[config.mk]
export PLATFORM = sky130hd
export DESIGN_NAME = utf8_to_rtf_escape_core
export DESIGN_NICKNAME = d
export VERILOG_FILES = /design/src/sv/u2r_pkg.sv /design/src/sv/u2r_front.sv /design/src/sv/u2r_fifo.sv /design/src/sv/u2r_back.sv /design/src/sv/utf8_to_rtf_escape_core.sv
export SDC_FILE = /design/constraint.sdc
export NUM_CORES = 1
export LEC_CHECK = 0
export BUFFER_PORTS_ARGS = -buffer_cell sky130_fd_sc_hd__buf_2
export CAP_MARGIN = 20
export CELL_PAD_IN_SITES_DETAIL_PLACEMENT = 1
export CELL_PAD_IN_SITES_GLOBAL_PLACEMENT = 2
export CORE_MARGIN = 2
export CORE_UTILIZATION = 46
export DETAILED_ROUTE_END_ITERATION = 8
export HOLD_SLACK_MARGIN = 0.06
export PLACE_DENSITY = 0.92
export SYNTH_ARGS = -nofsm -noshare
export SYNTH_HDL_FRONTEND = slang
export SYNTH_SLANG_ARGS = --single-unit
export TNS_END_PERCENT = 5
[constraint.sdc]
create_clock -name clk -period 13.19 [get_ports clk]
set_input_delay 0.6595 -clock clk [delete_from_list [all_inputs] [get_ports clk]]
set_output_delay 0.6595 -clock clk [all_outputs]
set_load 0.02 [all_outputs]
[src/sv/u2r_pkg.sv]
// Shared types and constants for the UTF-8 to RTF escape core
`timescale 1ns / 1ps

package u2r_pkg;

	// Width of the gathered code point and of its decimal form
	localparam int ACC_W      = 31;
	localparam int BCD_DIGITS = 10;
	localparam int BCD_W      = 4 * BCD_DIGITS;
	localparam int CNT_W      = 5;

	// Upper bounds of the lead byte classes
	localparam logic [7:0] ASCII_MAX = 8'h7F;
	localparam logic [7:0] LEAD2_MAX = 8'hDF;
	localparam logic [7:0] LEAD3_MAX = 8'hEF;
	localparam logic [7:0] LEAD4_MAX = 8'hF7;
	localparam logic [7:0] LEAD5_MAX = 8'hFB;
	localparam logic [7:0] LEAD6_MAX = 8'hFD;

	// Code emitted for the two bytes that can never start a sequence
	localparam logic [ACC_W-1:0] CODE_SUBST = 31'd63;

	// ASCII characters used by the escapes
	localparam logic [6:0] CH_BSLASH = 7'h5C;
	localparam logic [6:0] CH_LBRACE = 7'h7B;
	localparam logic [6:0] CH_RBRACE = 7'h7D;
	localparam logic [6:0] CH_LF     = 7'h0A;
	localparam logic [6:0] CH_U      = 7'h75;
	localparam logic [6:0] CH_P      = 7'h70;
	localparam logic [6:0] CH_A      = 7'h61;
	localparam logic [6:0] CH_R      = 7'h72;
	localparam logic [6:0] CH_SPACE  = 7'h20;
	localparam logic [6:0] CH_QMARK  = 7'h3F;
	localparam logic [6:0] CH_ZERO   = 7'h30;

	// Kind of output run a word calls for
	typedef enum logic [1:0] {
		K_CHAR,
		K_ESC2,
		K_PAR,
		K_UNI
	} cmd_kind_t;

	// One queued command from the front to the back
	typedef struct packed {
		cmd_kind_t        kind;
		logic [6:0]       ch;
		logic [ACC_W-1:0] value;
		logic             last;
	} cmd_t;

	// Back end sequencer states
	typedef enum logic [1:0] {
		B_IDLE,
		B_CONV,
		B_EMIT
	} back_state_t;

endpackage

[src/sv/u2r_front.sv]
// Front end: accepts input words, tracks UTF-8 sequences and queues output commands
`timescale 1ns / 1ps

module u2r_front (
	input  logic          clk,
	input  logic          arst_n,
	input  logic          in_valid,
	output logic          in_stall,
	input  logic [7:0]    in_byte,
	input  logic          end_of_text,
	input  logic          q_full,
	output logic          q_push,
	output u2r_pkg::cmd_t q_cmd
);

	logic [2:0]                 pend_q, pend_nx;
	logic [u2r_pkg::ACC_W-1:0]  acc_q, acc_nx, acc_tail;
	logic                       emit_cmd;
	logic                       accept;

	// Classify the word and work out the next sequence state
	always_comb begin
		pend_nx    = pend_q;
		acc_nx     = acc_q;
		acc_tail   = acc_q;
		emit_cmd   = 1'b0;
		q_cmd.kind  = u2r_pkg::K_CHAR;
		q_cmd.ch    = in_byte[6:0];
		q_cmd.value = '0;
		q_cmd.last  = end_of_text;

		if (pend_q != 3'd0) begin
			// continuation: any byte, low six bits shifted in
			acc_nx  = {acc_q[24:0], in_byte[5:0]};
			pend_nx = pend_q - 3'd1;
			if (pend_nx == 3'd0) begin
				emit_cmd    = 1'b1;
				q_cmd.kind  = u2r_pkg::K_UNI;
				q_cmd.value = acc_nx;
			end
		end else if (in_byte <= u2r_pkg::ASCII_MAX) begin
			emit_cmd = 1'b1;
			if (in_byte[6:0] == u2r_pkg::CH_LBRACE || in_byte[6:0] == u2r_pkg::CH_RBRACE ||
				in_byte[6:0] == u2r_pkg::CH_BSLASH) begin
				q_cmd.kind = u2r_pkg::K_ESC2;
			end else if (in_byte[6:0] == u2r_pkg::CH_LF) begin
				q_cmd.kind = u2r_pkg::K_PAR;
			end
		end else if (in_byte <= u2r_pkg::LEAD2_MAX) begin
			acc_nx  = {26'd0, in_byte[4:0]};
			pend_nx = 3'd1;
		end else if (in_byte <= u2r_pkg::LEAD3_MAX) begin
			acc_nx  = {27'd0, in_byte[3:0]};
			pend_nx = 3'd2;
		end else if (in_byte <= u2r_pkg::LEAD4_MAX) begin
			acc_nx  = {28'd0, in_byte[2:0]};
			pend_nx = 3'd3;
		end else if (in_byte <= u2r_pkg::LEAD5_MAX) begin
			acc_nx  = {29'd0, in_byte[1:0]};
			pend_nx = 3'd4;
		end else if (in_byte <= u2r_pkg::LEAD6_MAX) begin
			acc_nx  = {30'd0, in_byte[0]};
			pend_nx = 3'd5;
		end else begin
			emit_cmd    = 1'b1;
			q_cmd.kind  = u2r_pkg::K_UNI;
			q_cmd.value = u2r_pkg::CODE_SUBST;
		end

		// missing bytes of a cut-short sequence count as zero
		case (pend_nx)
			3'd1:    acc_tail = {acc_nx[24:0], 6'd0};
			3'd2:    acc_tail = {acc_nx[18:0], 12'd0};
			3'd3:    acc_tail = {acc_nx[12:0], 18'd0};
			3'd4:    acc_tail = {acc_nx[6:0], 24'd0};
			3'd5:    acc_tail = {acc_nx[0], 30'd0};
			default: acc_tail = acc_nx;
		endcase

		if (end_of_text) begin
			if (pend_nx != 3'd0) begin
				emit_cmd    = 1'b1;
				q_cmd.kind  = u2r_pkg::K_UNI;
				q_cmd.value = acc_tail;
			end
			pend_nx = 3'd0;
			acc_nx  = '0;
		end
	end

	assign in_stall = q_full;
	assign accept   = in_valid & ~q_full;
	assign q_push   = accept & emit_cmd;

	// Sequence state
	always_ff @(posedge clk or negedge arst_n) begin
		if (!arst_n) begin
			pend_q <= 3'd0;
			acc_q  <= '0;
		end else if (accept) begin
			pend_q <= pend_nx;
			acc_q  <= acc_nx;
		end
	end

endmodule

[src/sv/u2r_fifo.sv]
// Short command queue between front and back ends
`timescale 1ns / 1ps

module u2r_fifo #(
	parameter int DEPTH = 2
) (
	input  logic          clk,
	input  logic          arst_n,
	input  logic          push,
	input  u2r_pkg::cmd_t wr_cmd,
	output logic          full,
	input  logic          pop,
	output u2r_pkg::cmd_t rd_cmd,
	output logic          empty
);

	localparam int PTR_W = (DEPTH > 1) ? $clog2(DEPTH) : 1;
	localparam int CNT_W = $clog2(DEPTH + 1);

	u2r_pkg::cmd_t    mem [DEPTH];
	logic [PTR_W-1:0] wr_ptr_q, rd_ptr_q;
	logic [CNT_W-1:0] count_q;

	// Storage
	always_ff @(posedge clk) begin
		if (push) begin
			mem[wr_ptr_q] <= wr_cmd;
		end
	end

	// Pointers and fill level
	always_ff @(posedge clk or negedge arst_n) begin
		if (!arst_n) begin
			wr_ptr_q <= '0;
			rd_ptr_q <= '0;
			count_q  <= '0;
		end else begin
			if (push) begin
				wr_ptr_q <= (wr_ptr_q == PTR_W'(DEPTH - 1)) ? '0 : wr_ptr_q + 1'b1;
			end
			if (pop) begin
				rd_ptr_q <= (rd_ptr_q == PTR_W'(DEPTH - 1)) ? '0 : rd_ptr_q + 1'b1;
			end
			case ({push, pop})
				2'b10:   count_q <= count_q + 1'b1;
				2'b01:   count_q <= count_q - 1'b1;
				default: count_q <= count_q;
			endcase
		end
	end

	assign full   = (count_q == CNT_W'(DEPTH));
	assign empty  = (count_q == '0);
	assign rd_cmd = mem[rd_ptr_q];

endmodule

[src/sv/u2r_back.sv]
// Back end: decimal conversion and character sequencing into the output register
`timescale 1ns / 1ps

module u2r_back (
	input  logic          clk,
	input  logic          arst_n,
	input  logic          q_empty,
	input  u2r_pkg::cmd_t q_cmd,
	output logic          q_pop,
	output logic          out_valid,
	input  logic          out_stall,
	output logic [6:0]    out_char,
	output logic          run_last,
	output logic          text_done
);

	u2r_pkg::back_state_t       state_q, state_nx;
	u2r_pkg::cmd_kind_t         kind_q;
	logic [6:0]                 ch_q;
	logic                       last_q;
	logic [u2r_pkg::ACC_W-1:0]  bin_q;
	logic [u2r_pkg::BCD_W-1:0]  bcd_q, bcd_adj;
	logic [u2r_pkg::CNT_W-1:0]  cnt_q;
	logic [3:0]                 idx_q;
	logic                       out_valid_q;
	logic [6:0]                 out_char_q;
	logic                       run_last_q, text_done_q;

	logic       conv_step, emit_fire, out_free, final_char;
	logic [3:0] ndig, char_len, dig_sel;
	logic [3:0] digit;
	logic [6:0] char_nx;

	// Add-three correction on each decimal digit before the shift
	always_comb begin
		for (int k = 0; k < u2r_pkg::BCD_DIGITS; k++) begin
			bcd_adj[4*k +: 4] = (bcd_q[4*k +: 4] >= 4'd5) ? bcd_q[4*k +: 4] + 4'd3
			                                               : bcd_q[4*k +: 4];
		end
	end

	// Significant digits, at least one
	always_comb begin
		ndig = 4'd1;
		for (int k = 1; k < u2r_pkg::BCD_DIGITS; k++) begin
			if (bcd_q[4*k +: 4] != 4'd0) begin
				ndig = 4'(k + 1);
			end
		end
	end

	// Digit for the current position, most significant first
	assign dig_sel = ndig + 4'd1 - idx_q;
	always_comb begin
		digit = 4'd0;
		for (int k = 0; k < u2r_pkg::BCD_DIGITS; k++) begin
			if (dig_sel == 4'(k)) begin
				digit = bcd_q[4*k +: 4];
			end
		end
	end

	// Run length and the character at the current position
	always_comb begin
		char_len = 4'd1;
		char_nx  = ch_q;
		case (kind_q)
			u2r_pkg::K_CHAR: begin
				char_len = 4'd1;
				char_nx  = ch_q;
			end
			u2r_pkg::K_ESC2: begin
				char_len = 4'd2;
				char_nx  = (idx_q == 4'd0) ? u2r_pkg::CH_BSLASH : ch_q;
			end
			u2r_pkg::K_PAR: begin
				char_len = 4'd5;
				case (idx_q)
					4'd0:    char_nx = u2r_pkg::CH_BSLASH;
					4'd1:    char_nx = u2r_pkg::CH_P;
					4'd2:    char_nx = u2r_pkg::CH_A;
					4'd3:    char_nx = u2r_pkg::CH_R;
					default: char_nx = u2r_pkg::CH_SPACE;
				endcase
			end
			u2r_pkg::K_UNI: begin
				char_len = ndig + 4'd3;
				if (idx_q == 4'd0) begin
					char_nx = u2r_pkg::CH_BSLASH;
				end else if (idx_q == 4'd1) begin
					char_nx = u2r_pkg::CH_U;
				end else if (idx_q == ndig + 4'd2) begin
					char_nx = u2r_pkg::CH_QMARK;
				end else begin
					char_nx = u2r_pkg::CH_ZERO + {3'd0, digit};
				end
			end
			default: begin
				char_len = 4'd1;
				char_nx  = ch_q;
			end
		endcase
	end

	assign final_char = (idx_q == char_len - 4'd1);
	assign out_free   = ~out_valid_q | ~out_stall;

	// Sequencer next state and controls
	always_comb begin
		state_nx  = state_q;
		q_pop     = 1'b0;
		conv_step = 1'b0;
		emit_fire = 1'b0;
		case (state_q)
			u2r_pkg::B_IDLE: begin
				if (!q_empty) begin
					q_pop    = 1'b1;
					state_nx = (q_cmd.kind == u2r_pkg::K_UNI) ? u2r_pkg::B_CONV
					                                          : u2r_pkg::B_EMIT;
				end
			end
			u2r_pkg::B_CONV: begin
				conv_step = 1'b1;
				if (cnt_q == u2r_pkg::CNT_W'(u2r_pkg::ACC_W - 1)) begin
					state_nx = u2r_pkg::B_EMIT;
				end
			end
			u2r_pkg::B_EMIT: begin
				if (out_free) begin
					emit_fire = 1'b1;
					if (final_char) begin
						state_nx = u2r_pkg::B_IDLE;
					end
				end
			end
			default: state_nx = u2r_pkg::B_IDLE;
		endcase
	end

	// Control registers
	always_ff @(posedge clk or negedge arst_n) begin
		if (!arst_n) begin
			state_q     <= u2r_pkg::B_IDLE;
			out_valid_q <= 1'b0;
		end else begin
			state_q     <= state_nx;
			out_valid_q <= emit_fire | (out_valid_q & out_stall);
		end
	end

	// Command, conversion and output payload
	always_ff @(posedge clk) begin
		if (q_pop) begin
			kind_q <= q_cmd.kind;
			ch_q   <= q_cmd.ch;
			last_q <= q_cmd.last;
			bin_q  <= q_cmd.value;
			bcd_q  <= '0;
			cnt_q  <= '0;
			idx_q  <= 4'd0;
		end
		if (conv_step) begin
			bcd_q <= {bcd_adj[u2r_pkg::BCD_W-2:0], bin_q[u2r_pkg::ACC_W-1]};
			bin_q <= {bin_q[u2r_pkg::ACC_W-2:0], 1'b0};
			cnt_q <= cnt_q + 1'b1;
		end
		if (emit_fire) begin
			idx_q       <= idx_q + 4'd1;
			out_char_q  <= char_nx;
			run_last_q  <= final_char;
			text_done_q <= final_char & last_q;
		end
	end

	assign out_valid = out_valid_q;
	assign out_char  = out_char_q;
	assign run_last  = run_last_q;
	assign text_done = text_done_q;

endmodule

[src/sv/utf8_to_rtf_escape_core.sv]
// Top level of the UTF-8 to RTF escape core
// A plain character passes the queue, the back end command registers and the output register.
// The back end emits each queued word's characters in turn, holding while out_stall is high;
// a word with no output is not queued; a \u escape first runs shift-add-three conversion.
// The command queue lets the front take new words while the back end is still emitting.
// Reset (arst_n low, asynchronous) clears the sequence state, the queue and the output valid.
`timescale 1ns / 1ps

module utf8_to_rtf_escape_core #(
	parameter int QUEUE_DEPTH = 2
) (
	input  logic       clk,
	input  logic       arst_n,
	input  logic       in_valid,
	output logic       in_stall,
	input  logic [7:0] in_byte,
	input  logic       end_of_text,
	output logic       out_valid,
	input  logic       out_stall,
	output logic [6:0] out_char,
	output logic       run_last,
	output logic       text_done
);

	logic          q_push, q_full, q_pop, q_empty;
	u2r_pkg::cmd_t q_wr_cmd, q_rd_cmd;

	// Input side: sequence tracking and classification
	u2r_front u_front (
		.clk         (clk),
		.arst_n      (arst_n),
		.in_valid    (in_valid),
		.in_stall    (in_stall),
		.in_byte     (in_byte),
		.end_of_text (end_of_text),
		.q_full      (q_full),
		.q_push      (q_push),
		.q_cmd       (q_wr_cmd)
	);

	// Decoupling queue
	u2r_fifo #(
		.DEPTH (QUEUE_DEPTH)
	) u_fifo (
		.clk    (clk),
		.arst_n (arst_n),
		.push   (q_push),
		.wr_cmd (q_wr_cmd),
		.full   (q_full),
		.pop    (q_pop),
		.rd_cmd (q_rd_cmd),
		.empty  (q_empty)
	);

	// Output side: conversion and character emission
	u2r_back u_back (
		.clk       (clk),
		.arst_n    (arst_n),
		.q_empty   (q_empty),
		.q_cmd     (q_rd_cmd),
		.q_pop     (q_pop),
		.out_valid (out_valid),
		.out_stall (out_stall),
		.out_char  (out_char),
		.run_last  (run_last),
		.text_done (text_done)
	);

	// Queue never written when full nor read when empty
	a_no_overflow: assert property (@(posedge clk) disable iff (!arst_n)
		q_push |-> !q_full)
		else $error("command queue written while full");

	a_no_underflow: assert property (@(posedge clk) disable iff (!arst_n)
		q_pop |-> !q_empty)
		else $error("command queue read while empty");

	// End of text only ever closes a run
	a_done_closes_run: assert property (@(posedge clk) disable iff (!arst_n)
		(out_valid && text_done) |-> run_last)
		else $error("text_done without run_last");

endmodule

== Word-level counts from Yosys, hierarchy flattened ==
Memory sizes are Yosys's and may differ from the RTL's.
Cells that the tools add are included.
Storage, ports and cells
  bits in registers: 140
  memory bits (writable): 82
  input bits: 13
  output and inout bits: 11
  word-level logic and storage cells: 236
  memories: 1
Memory list
  u_fifo.mem: words 2, width 41, rd ports 1, clocked after memory_dff 0, write ports 1, RTL line u2r_fifo.sv:20  | u2r_pkg::cmd_t mem [DEPTH];
Operators by class
  add/subtract/negate cells: 23
  $lt $le $gt $ge: 16
  equal/unequal tests: 37
  muxes and demuxes: 109
  bitwise gates (word level): 9
  reductions and logical operators: 23
Operator list (number)
  $mux 31: 19
  $pmux 31 s5: 1
  $mux 4: 24
  $mux 40: 2
  $pmux 7 s4: 2
  $add 4x2->4 const B: 11
  $ge 4x3->1 const B: 10
  $le 8x8->1 const B: 5
  $mux 3: 13
  $mux 2: 19
  $reduce_bool 4->1: 9
  $mux 7: 4
  $eq 7x7->1 const B: 3
  $mux 1: 19
  $eq 4x2->1 const B: 4
  $eq 4x3->1 const B: 4
  $pmux 4 s4: 1
  $eq 2x2->1 const B: 6
  $mux 5: 2
  $add 4x1->4 const B: 2
  $eq 4x1->1 const B: 2
  $eq 4x4->1: 2
  $eq 4x4->1 const B: 2
  $le 8x7->1 const B: 1
  other kinds (30): 50

== Depth between registers and ports, before layout ==
Gate-level depths: netlist of run 1.
  depth in word-level cells: 28
  depth in mapped cells: 19
  gate-level depth less buffers: 18

== Hierarchy ==
A second synthesis of run 1 with hierarchy kept.
Second synthesis, totals
  cell total of the unflattened synthesis: 1092
  area, all modules: 12286.8 µm²
Modules (own cells, without submodules)
  u2r_back: times used 1, cells each 540, area an instance 6022.0 µm², seq. area each 3037.9 µm²
  u2r_fifo: times used 1, cells each 144, area an instance 3345.7 µm², seq. area each 2562.5 µm²
  u2r_front: times used 1, cells each 408, area an instance 2919.0 µm², seq. area each 700.7 µm²

== Least setup slack after synthesis of run 1 ==
Ideal clock, no wire load.
  kind: flip-flop to flip-flop
  from: reg u_front.pend_q[0]
  to: mem u_fifo.mem[0][0] (netlist bit), enable pin
  setup time: 439 ps
  arrival time: 3978 ps
  data required time: 12751 ps
  path slack: 8773 ps
  cell stages (with the launch flop): 11
  buffers on the path: 2
  clock period less this slack: 4417 ps
  cell sequence: dfrtp_1 > inv_1 > ha_1 > nor2b_1 > clkbuf_1 > mux2_4 > or3_1 > buf_4 > a31oi_4 > o31ai_4 > nor2_1
Between the ends
  longest elaborated chain between the ends: 13
  elaborated cells on any way between the ends: 18
  classes of those cells: 1 x add/sub; 13 x mux; 1 x bitwise; 3 x reduce/logical
RTL lines
  start, declared: RTL line u2r_front.sv:16  | logic [2:0] pend_q, pend_nx;
  start signal, assigned: RTL line u2r_front.sv:101  | pend_q <= pend_nx;
  $mux 3: RTL line u2r_front.sv:61  | end else if (in_byte <= u2r_pkg::LEAD6_MAX) begin
  $mux 3: RTL line u2r_front.sv:58  | end else if (in_byte <= u2r_pkg::LEAD5_MAX) begin
  $mux 3: RTL line u2r_front.sv:55  | end else if (in_byte <= u2r_pkg::LEAD4_MAX) begin
  $mux 3: RTL line u2r_front.sv:52  | end else if (in_byte <= u2r_pkg::LEAD3_MAX) begin
  $mux 3: RTL line u2r_front.sv:49  | end else if (in_byte <= u2r_pkg::LEAD2_MAX) begin
  $mux 3: RTL line u2r_front.sv:41  | end else if (in_byte <= u2r_pkg::ASCII_MAX) begin
  $mux 3: RTL line u2r_front.sv:32  | if (pend_q != 3'd0) begin
  $reduce_bool 3->1: RTL line u2r_front.sv:81  | if (pend_nx != 3'd0) begin
  $mux 1: RTL line u2r_front.sv:81
  $mux 1 *: RTL line u2r_front.sv:80  | if (end_of_text) begin
  $and 1x1->1 *: RTL line u2r_front.sv:93  | assign q_push = accept & emit_cmd;
  $mux 1 *: RTL line u2r_fifo.sv:26  | if (push) begin
  $mux 1 (not written as such) *: RTL line u2r_fifo.sv:27  | mem[wr_ptr_q] <= wr_cmd;
  end, declared: RTL line u2r_fifo.sv:20
Mark *: on every way between the ends. The rest lies on a longest branch, timed or not.

== Worst setup path in the final report of run 1 ==
  from: reg u_back.bcd_q[28] (netlist bit)
  to: reg u_back.out_char_q[2] (netlist: u_back.out_char[2]) (data pin)
Between the ends
  longest elaborated chain between the ends: 22
  elaborated cells on any way between the ends: 33
  classes of those cells: 4 x add/sub; 10 x eq/ne; 17 x mux; 2 x reduce/logical
RTL lines
  start, declared: RTL line u2r_back.sv:22  | logic [u2r_pkg::BCD_W-1:0] bcd_q, bcd_adj;
  start signal, assigned: RTL line u2r_back.sv:163  | bcd_q <= {bcd_adj[u2r_pkg::BCD_W-2:0], bin_q[u2r_pkg::ACC_W-1]};
  $reduce_bool 4->1: RTL line u2r_back.sv:46  | if (bcd_q[4*k +: 4] != 4'd0) begin
  $mux 4 (3 in series): RTL line u2r_back.sv:46
  $add 4x1->4: RTL line u2r_back.sv:53  | assign dig_sel = ndig + 4'd1 - idx_q;
  $sub 4x4->4: RTL line u2r_back.sv:53
  $logic_not 4->1: RTL line u2r_back.sv:57  | if (dig_sel == 4'(k)) begin
  $mux 4 (10 in series): RTL line u2r_back.sv:57
  $add 6x4->7: RTL line u2r_back.sv:95  | char_nx = u2r_pkg::CH_ZERO + {3'd0, digit};
  $mux 7 *: RTL line u2r_back.sv:92  | end else if (idx_q == ndig + 4'd2) begin
  $mux 7 *: RTL line u2r_back.sv:90  | end else if (idx_q == 4'd1) begin
  $mux 7 *: RTL line u2r_back.sv:88  | if (idx_q == 4'd0) begin
  $pmux 7 s4 *: RTL line u2r_back.sv:67  | case (kind_q)
  named net u_back.char_nx[2]: RTL line u2r_back.sv:32  | logic [6:0] char_nx;
  end signal, assigned: RTL line u2r_back.sv:169  | out_char_q <= char_nx;
  end, declared: RTL line u2r_back.sv:26  | logic [6:0] out_char_q;
Mark *: on every way through the listed nets, which the timed path passes. The rest lies on a longest branch.
A chain may end at the register's enable or synchronous reset.

==> flow_metrics.tcl, run 1 <==
set metrics [dict create \
    grt_max_degree 76 \
    yosysSeqAreaShare_pct 52.73 \
    startpoint_type "flip-flop" \
    clock_latency_ps 530 \
    rsz0062_at_grt "false" \
    power.total_mw 3.583 \
    post_cts_buffers 0 \
    drv_slew 0 \
    swShare_pct 43.26 \
    power.switching_mw 1.550 \
    ys.flop_type "edfxtp_1" \
    vias_per_cell 6.066 \
    finalHoldViolCount 0 \
    hpwl_microns 22730 \
    synth_cell_types 81 \
    overflow 0 \
    cts_sinks 222 \
    cts_tree "yes" \
    io_buffers 23 \
    layout_min_cycle_time_ps 4569 \
    grt_util_all_layers_pct 23.74 \
    end_kind "flip-flop" \
    clock_skew_ps 23.10 \
    slowest_stage "ha_1" \
    synth_edf_count 180 \
    synth_area_sq_um 12230 \
    drive_gt1_share_pct 10.49 \
    firstDrtPassIters 7 \
    use_met2_pct 37.82 \
    syn_inst 1134 \
    row_count 59 \
    vias 9032 \
    dpl.cell_count 1444 \
    maxCapViolCount 0 \
    power_frac_clock_pct 17.5 \
    cts_max_level 1 \
    ys_warn_count 0 \
    fin_setup_tns_ps 0 \
    avgSynthCellArea_sq_um 10.79 \
    drt-total-wl_microns 33350 \
    instances_no_fill 1489 \
    crit_required_ps 13430 \
    die_w_microns 167.1 \
    antenna_found_initial 0 \
    cp.arrival_ps 4810 \
    tightest_slew_ps 1063 \
    drc 0 \
    die_area_sq_um 27920 \
    setup_viol 0 \
    die_y_microns 167.1 \
    area_growth_pct 9.184 \
    grt_use_met1_pct 34.98 \
    cts_root_buf "clkbuf_16" \
    n_fill_cell 2827 \
    core_sq_um 26060 \
    period_share_pct 34.64 \
    p_int_mw 2.033 \
    ir_worst_vdd_v 0.0002035 \
    cp_cell_sequence "inv_1, ha_1, nor3b_1, nand2_1, o21ai_0, inv_1, ha_1, inv_1, ha_1, mux4_2, mux2i_1, a21oi_1, a2111oi_2, a221oi_2" \
    initial_utilization_pct 46.95 \
    drtIter0Drc 866 \
    p_comb_share_pct 46.0 \
    max_freq_mhz 218.9 \
    fin_nets 1192 \
    worstPathMaxFanout 12 \
    grt_pass1_wl_microns 52770 \
    syn_nets 1190 \
    max_stage_delay_ps 660 \
    antenna_cells 0 \
    pin_count 24 \
    synth_seq_cells 222 \
    cts_made_buffers 24 \
    first_global_vias 9101 \
    crit_family "adder cells" \
    met3_usage_pct 3.113 \
    p_seq_share_pct 36.5 \
    cts_resized 0 \
    p_leak_nw 4.901 \
    power_density_nw_per_um2 268.3 \
    min_path_type "input port to asynchronous set/reset pin" \
    wl_per_cell_microns 22.40 \
    status "completed" \
    slew_headroom_pct 29.15 \
    path_clk_slew_ps 60 \
    clockBufferDepth 3 \
    antenna_left 0 \
    hold_buffers 0 \
    place_congestion 0.8637 \
    async_reset_ff_share_pct 18.47 \
    cp_num_buf_inv 3 \
    critPathKind "flip-flop to flip-flop" \
    grt-busiest-layer "met2" \
]
flip-flops by register name (all words and copies together) (netlist names), 2 cells and up:
name	cells
u_back.cnt_q	5
u_fifo.mem	82
u_back.idx_q	4
u_front.pend_q	3
u_back.kind_q	2
u_back.ch_q	7
u_back.bin_q	31
u_back.state_q	2
u_front.acc_q	31
u_back.out_char	7
u_back.bcd_q	40
u_fifo.count_q	2
power by group through the flow:
stage / logic, mW / clock network [mW] / registers [mW]
floorplan: 1.20 / 0 / 1.26
global placement: 1.56 / 0 / 1.30
detailed placement: 1.62 / 0 / 1.32
CTS: 1.63 / 0.638 / 1.31
global route: 1.80 / 0.665 / 1.34
finish: 1.65 / 0.627 / 1.31
layout make-up:
cell class                 count  area [sq um]  area share, %
sequential                   222          6452          48.30
clock buffer                  34         638.1          4.777
multi-input combinational    803          5339          39.97
clock inverter                10         80.08         0.5995
timing repair buffer          38         252.7          1.892
tap                          335         419.2          3.138
inverter                      47         176.4          1.321
cells in the final DEF, fill, tap and decap left out, types with 12 or more instances in the layout:
cell,netlist,routed
o22ai_1,13,13
xor2_1,12,12
nor3_1,18,18
nand2_1,153,152
nor2_1,82,80
buf_4,4,13
a22o_1,19,19
mux2_2,17,17
buf_2,11,23
ha_1,42,42
o21ai_0,105,105
edfxtp_1,180,180
mux2i_1,39,39
a21oi_1,75,75
clkbuf_16,0,24
dfrtp_1,41,40
a22oi_1,16,16
nand2b_1,14,13
xnor2_1,24,24
nand3_1,19,19
inv_1,47,47
worst reg2reg max path, stage by stage, from the launching register on:
cell,delay (ps)
edfxtp_1,460
inv_1,160
ha_1,180
nor3b_1,570
nand2_1,100
o21ai_0,290
inv_1,140
ha_1,290
inv_1,50
ha_1,660
mux4_2,570
mux2i_1,220
a21oi_1,140
a2111oi_2,410
a221oi_2,50
logic make-up (layout without fill, tap and decap cells):
| group | after synthesis | in the layout | synth area share [%] |
|---|---|---|---|
| muxes | 65 | 65 | 6.392 |
| DFF | 222 | 222 | 52.73 |
| adders and majority gates | 43 | 43 | 4.459 |
| buffers and inverters | 109 | 129 | 3.886 |
| xor gates and xnor gates | 37 | 37 | 2.761 |
| and+or+nand+nor | 353 | 353 | 13.43 |
| AOI/OAI and AO/OA | 305 | 305 | 16.34 |
synthesized netlist by cell type, types with 13 or more instances:
cell type / number / area [sq um]
o22ai_1: 13 / 81.33
xnor2_1: 24 / 210.2
ha_1: 42 / 525.5
nor2_1: 82 / 307.8
a22o_1: 19 / 166.4
a21oi_1: 75 / 375.4
edfxtp_1: 180 / 5405
clkbuf_1: 41 / 153.9
a22oi_1: 16 / 120.1
mux2_2: 17 / 191.4
inv_1: 47 / 176.4
o21ai_0: 105 / 525.5
nor3_1: 18 / 90.09
nand3_1: 19 / 95.09
mux2i_1: 39 / 390.4
nand2b_1: 14 / 87.58
nand2_1: 153 / 574.3
dfrtp_1: 41 / 1026
metrics by stage:
step                util (%)  area, sq um  hold WS, ps  worst slack, ps
finish                 51.26        13360        244.5             8621
global route           51.26        13360        280.8             8307
CTS                    51.18        13340        247.5             8531
detailed placement     48.43        12620        483.8             8557
global placement       48.35        12600        476.7             8705
floorplan                  -        12230        363.9             8773
path summary, 6_finish.rpt:
| path | start | endpoint | slack (ps) | depth (start not counted) |
|---|---|---|---|---|
| max | u_back.bcd_q[28] | u_back.out_char[2] | 8620 | 14 |
| min | arst_n | u_front.acc_q[19] | 240 | 2 |
| max reg2reg | u_back.bcd_q[28] | u_back.out_char[2] | 8620 | 14 |
| min reg2reg | u_back.state_q[1] | u_back.state_q[0] | 510 | 1 |
| max in group asynchronous | arst_n | u_fifo.rd_ptr_q | 12480 | 2 |
| min in group clk | out_stall | u_back.out_valid | 370 | 2 |
per-layer routing:
| metal | wire [microns] | vias to the layer above |
|---|---|---|
| met5 | 0 | - |
| met4 | 393 | 0 |
| li1 | - | 4192 |
| met3 | 1600 | 31 |
| met2 | 15490 | 212 |
| met1 | 15870 | 4597 |
Power figures use the tool's default switching activity.
==> run 2, diff against run 1 <==
- CORE_UTILIZATION: 46 -> 39
- PLACE_DENSITY: 0.92 -> 0.84
- clock period: 13.19 -> 3.8 ns (I/O delays scaled with it)
==> run 2 against run 1 <==
Maximum frequency grew 21%. Die area grew 17%. Cell count grew 10%. Register-to-register slack lost 8600 ps. Largest cell class unchanged. Largest power group unchanged. Highest routed layer unchanged.
==> flow_metrics.tcl, run 2 (synthesis gave the netlist of run 1 again) <==
set metrics [dict create \
    io_buffers 23 \
    p_leak_nw 5.413 \
    antenna_found_initial 4 \
    drtIter0Drc 865 \
    cp_cell_sequence "inv_2, ha_4, or3b_4, a2111oi_4, o21ai_1, nand2_1, nand2_2, inv_2, ha_4, ha_4, inv_2, fa_2, xnor2_2, xnor3_2, buf_6, nor3_4, a21oi_2, a21o_1, a211oi_2" \
    end_kind "flip-flop" \
    cts_max_level 1 \
    grt_max_degree 46 \
    tightest_slew_ps 1003 \
    max_freq_mhz 264.5 \
    antenna_left 0 \
    top_register "u_fifo.mem" \
    drc 0 \
    worstPathMaxFanout 6 \
    area_growth_pct 17.59 \
    drv_slew 0 \
    pre_cts_ws_ps -195.1 \
    drt-total-wl_microns 34840 \
    vias_per_cell 5.728 \
    layout_min_cycle_time_ps 3781 \
    drive_gt1_share_pct 19.20 \
    fin_nets 1282 \
    grt_util_all_layers_pct 20.97 \
    power_frac_clock_pct 17.7 \
    die_w_microns 181.1 \
    cts_tree "yes" \
    fin_ws_ps 19.14 \
    setup_viol 0 \
    place_congestion 0.8687 \
    vias 9417 \
    wl_per_cell_microns 21.19 \
    core_sq_um 30750 \
    swShare_pct 41.82 \
    post-route-util_pct 46.79 \
    power.switching_mw 5.601 \
    maxCapViolCount 0 \
    final_common_cell "edfxtp_1" \
    hpwl_microns 23980 \
    die_area_sq_um 32800 \
    max_stage_delay_ps 420 \
    clock_skew_ps 26.52 \
    p_comb_share_pct 48.9 \
    final_cell_mix "180 x edfxtp_1, 151 x nand2_1, 102 x o21ai_0, 91 x buf_4, 80 x nor2_1" \
    clock_latency_ps 530 \
    p_seq_share_pct 33.4 \
    cp_num_buf_inv 4 \
    firstDrtPassIters 6 \
    largest_register_ffs 82 \
    slowest_stage "edfxtp_1" \
    first_global_vias 9668 \
    die_y_microns 181.1 \
    pin_count 24 \
    cts_sinks 222 \
    crit_required_ps 4150 \
    crit_family "compound AO/OA/AOI/OAI gates" \
    power_density_nw_per_um2 930.9 \
    startpoint_type "flip-flop" \
    cts_root_buf "clkbuf_16" \
    grt_pass1_wl_microns 54900 \
    rsz0062_at_grt "true" \
    overflow 0 \
    min_path_type "input port to flip-flop" \
    row_count 64 \
    status "completed" \
    initial_utilization_pct 39.79 \
    cp.arrival_ps 4140 \
    ir_worst_vdd_v 0.0004428 \
    period_share_pct 99.50 \
    critPathKind "flip-flop to flip-flop" \
    path_clk_slew_ps 60 \
    reg.largest.list "u_fifo.mem (82), u_back.bcd_q (40)" \
    slew_headroom_pct 32.88 \
    finalHoldViolCount 0 \
    p_int_mw 7.791 \
    clockBufferDepth 3 \
    cts_made_buffers 25 \
]
run 2: what timing repair did:
item / 4_1_cts / 5_1_grt
hold endpoints to repair: 57 / 0
endpoints found under the setup margin: 4 / 4
resized for setup: 9 / 30
cloned: 0 / 0
pin swaps: 3 / 12
buffers inserted: 5 / 4
hold buffers: 9 / 0
run 2: path summary, 6_finish.rpt:
path | slack, ps | end | cells after the start | startpoint
setup reg to reg | 20 | u_back.out_char[0] | 19 | u_back.bcd_q[4]
setup / recovery | 20 | u_back.out_char[0] | 19 | u_back.bcd_q[4]
min in group asynchronous | 300 | u_front.acc_q[26] | 3 | arst_n
max in group asynchronous | 3030 | u_fifo.rd_ptr_q | 3 | arst_n
hold / removal | 150 | u_fifo.mem[0][0] | 1 | end_of_text
hold reg to reg | 500 | u_back.state_q[0] | 1 | u_back.state_q[1]
run 2: power groups by stage:
| stage | sequential, mW | combinational, mW | clock, mW |
|---|---|---|---|
| floorplan | 4.38 | 4.17 | 0 |
| global placement | 4.43 | 6.11 | 0 |
| detailed placement | 4.49 | 6.27 | 0 |
| CTS | 4.46 | 6.38 | 2.43 |
| global route | 4.58 | 7.15 | 2.51 |
| finish | 4.47 | 6.55 | 2.37 |
run 2: area by class of cell:
class | instances | area (sq um)
repair buffers | 127 | 959.7
clock inverters | 9 | 76.32
clock buffers | 37 | 730.7
inverters | 47 | 176.4
fillers | 3340 | 16360
well taps | 396 | 495.5
diodes | 3 | 7.507
flip-flops and latches | 222 | 6452
multi-input cells | 803 | 5488
run 2: routing by layer:
metal	global-route usage, %	wire (microns)	up-vias
met2	33.18	15930	243
met3	2.782	2052	39
met1	30.81	16330	4740
li1	-	-	4395
met5	0	0	-
met4	4.520	528	0
run 2: per-stage QoR:
step / power [mW] / instance area [sq um] / setup TNS, ps / hold slack [ps] / std cells
5_1_grt: 14.23 / 14390 / -546.8 / 157.3 / 1644
3_5_place_dp: 10.76 / 13260 / -500.3 / 332.1 / 1577
2_1_floorplan: 8.557 / 12230 / -50610 / -105.6 / 1134
4_1_cts: 13.26 / 14220 / 0 / 132.3 / 1637
6_report: 13.39 / 14390 / 0 / 153.3 / 1644
3_3_place_gp: 10.54 / 13260 / -40.41 / 344.5 / 1577
run 2: worst reg2reg max path, delay by kind of cell (launching register included):
family,cells,cell delay [ps]
compound gates,5,910
fa+ha+maj,4,760
simple gates,4,710
xor+xnor,2,470
flops,1,420
buf+inv,4,350
==> run 3, diff against run 2 <==
- PLACE_DENSITY: 0.84 -> 0.83
- SYNTH_HIERARCHICAL: unset -> 1
==> run 3 against run 2 <==
Synthesized cell count shrank 3.7%. Largest power group unchanged. Largest cell class unchanged. Total power grew 9.0%. Critical path depth shrank 1. The run now ends with setup timing left. Critical endpoint is now u_back/out_char[1].
==> flow_metrics.tcl, run 3 <==
set metrics [dict create \
    synth_top_area_cell "edfxtp_1" \
    syn_nets 1148 \
    pre_cts_ws_ps -442.5 \
    cts_sinks 216 \
    startpoint_type "flip-flop" \
    avgSynthCellArea_sq_um 11.25 \
    fin_ws_ps -231.6 \
    maxCapViolCount 0 \
    finalHoldViolCount 0 \
    status "complete, but fails checks" \
    rsz0062_at_grt "true" \
    hpwl_microns 24050 \
    instances_no_fill 1602 \
    reg.largest.list "u_fifo/mem (82), u_back/bcd_q (40), u_back/bin_q (31)" \
    area_growth_pct 17.82 \
    drtIter0Drc 764 \
    tightest_slew_ps 892.4 \
    ir_worst_vdd_v 0.0005835 \
    dpl.cell_count 1539 \
    p_leak_nw 5.610 \
    ys_warn_count 6 \
    yosysSeqAreaShare_pct 51.28 \
    holdWs_ps 86.64 \
    crit_required_ps 4160 \
    clock_skew_ps 9.257 \
    drv_slew 0 \
    power.total_mw 14.60 \
    largest_register_ffs 82 \
    antenna_cells 0 \
    clock_latency_ps 520 \
    first_global_vias 9555 \
    slew_headroom_pct 39.88 \
    violations "setup timing" \
    drc 0 \
    wl_per_cell_microns 21.55 \
    power_density_nw_per_um2 1008 \
    io_buffers 23 \
    vias 9224 \
    die_area_sq_um 32940 \
    top_register "u_fifo/mem" \
    layout_min_cycle_time_ps 4032 \
    die_y_microns 181.5 \
    synth_seq_cells 216 \
    drt-total-wl_microns 34520 \
    cts_made_buffers 25 \
    synth_area_leaders "edfxtp_1 44%, dfrtp_1 7.1%, mux2_4 4.8%" \
    synth_edf_count 180 \
    yosysMostFrequentCell "edfxtp_1" \
    grt_pass1_wl_microns 54590 \
    firstDrtPassIters 5 \
    place_congestion 0.8986 \
    period_share_pct 106.1 \
    core_sq_um 30830 \
    grt_util_all_layers_pct 20.82 \
    synth.top_cell.area_share_pct 43.99 \
    cp.arrival_ps 4390 \
    overflow 0 \
    syn_inst 1092 \
    clockBufferDepth 3 \
    setup_viol 5 \
    critPathKind "flip-flop to flip-flop" \
    worstPathMaxFanout 7 \
    cts_root_buf "clkbuf_16" \
    initial_utilization_pct 39.85 \
    drive_gt1_share_pct 22.31 \
    cts_tree "yes" \
    pin_count 24 \
    min_path_type "input port to flip-flop" \
    end_kind "flip-flop" \
    row_count 64 \
    synth_cell_types 85 \
    antenna_left 0 \
    synth_common_cells "180 x edfxtp_1, 111 x nand2_1, 96 x nor2_1" \
    grt_max_degree 54 \
    max_freq_mhz 248.0 \
    antenna_found_initial 0 \
    n_fill_cell 3301 \
    die_w_microns 181.5 \
    cts_max_level 1 \
    async_reset_ff_share_pct 16.20 \
    synth_area_sq_um 12290 \
    path_clk_slew_ps 60 \
    final_cell_mix "180 x edfxtp_1, 110 x nand2_1, 102 x buf_4, 94 x nor2_1, 85 x a21oi_1" \
    ys.flop_type "edfxtp_1" \
    fin_nets 1243 \
    final_common_cell "edfxtp_1" \
    vias_per_cell 5.758 \
]
run 3: changes by cell type in the layout (fill, tap and decap cells not counted), moves of 30 or more:
cell,previous run,this run
mux2_4,1,39
o21ai_0,102,54
mux2i_1,39,7
a22o_1,19,49
nand2_1,151,110
run 3: per-layer routing:
layer	part of all wire [%]	global-route usage, %
met2	48	34.61
met5	0	0
met4	1.6	4.358
met1	45	29.38
met3	5.5	2.487
run 3: cells by family after synthesis:
kind of cell | Yosys count | share of synthesized area (%)
adders and majority gates | 43 | 4.440
muxes | 55 | 6.711
xor gates and xnor gates | 39 | 3.014
buffers and inverters | 115 | 4.796
AOI/OAI and AO/OA | 307 | 17.21
DFF | 216 | 51.28
and+or+nand+nor | 317 | 12.55
run 3: stage by stage:
step	instance area (sq um)	util [%]	setup TNS, ps
finish	14480	46.96	-725.2
global placement	13290	43.12	-752.5
floorplan	12290	-	-517.9
global route	14480	46.96	-1937
detailed placement	13290	43.12	-1626
CTS	14370	46.62	-890.7
run 3: final timing paths:
| path | start | end | slack, ps | cells past startpoint |
|---|---|---|---|---|
| worst max-delay path | u_back/bcd_q[12] | u_back/out_char[1] | -230 | 18 |
| worst min-delay path | in_byte[2] | u_fifo/mem[1][34] | 90 | 1 |
| worst max register to register | u_back/bcd_q[12] | u_back/out_char[1] | -230 | 18 |
| worst min register to register | u_fifo/count_q[1] | u_fifo/count_q[1] | 490 | 1 |
| max in group asynchronous | arst_n | u_fifo/rd_ptr_q | 3130 | 3 |
| min in group asynchronous | arst_n | u_back/state_q[0] | 270 | 3 |
run 3: what timing repair did:
action,in CTS,in global routing
pin swaps,12,9
hold endpoints to repair,46,0
hold buffers,7,0
gates resized for setup,20,14
setup buffers,4,6
endpoints found under the setup margin,7,48
run 3: layout make-up:
type                            instances  area, sq um  share of cell area, %
Clock buffer                           30        654.4                  4.520
Clock inverter                         16        236.5                  1.634
Inverter                               44        167.7                  1.158
Multi-Input combinational cell        761         5547                  38.31
Sequential cell                       216         6302                  43.53
Tap cell                              396        495.5                  3.423
Timing Repair Buffer                  139         1074                  7.416
run 3: power by group:
| part | switching, mW | internal [mW] |
|---|---|---|
| combinational | 4.42 | 3.09 |
| sequential | 0.615 | 3.87 |
| clock | 0.967 | 1.63 |
| total | 6.00 | 8.60 |
run 3: worst max-delay path: stages, from the launching register on:
cell,delay [ps]
edfxtp_1,400
inv_2,100
ha_4,140
or3b_4,400
buf_6,140
a211o_1,300
a21o_1,190
inv_2,80
ha_4,140
ha_4,130
inv_2,30
fa_2,370
xnor2_2,150
xnor3_2,290
buf_6,150
nor3b_4,320
a21boi_2,240
o41ai_2,90
a31oi_1,220
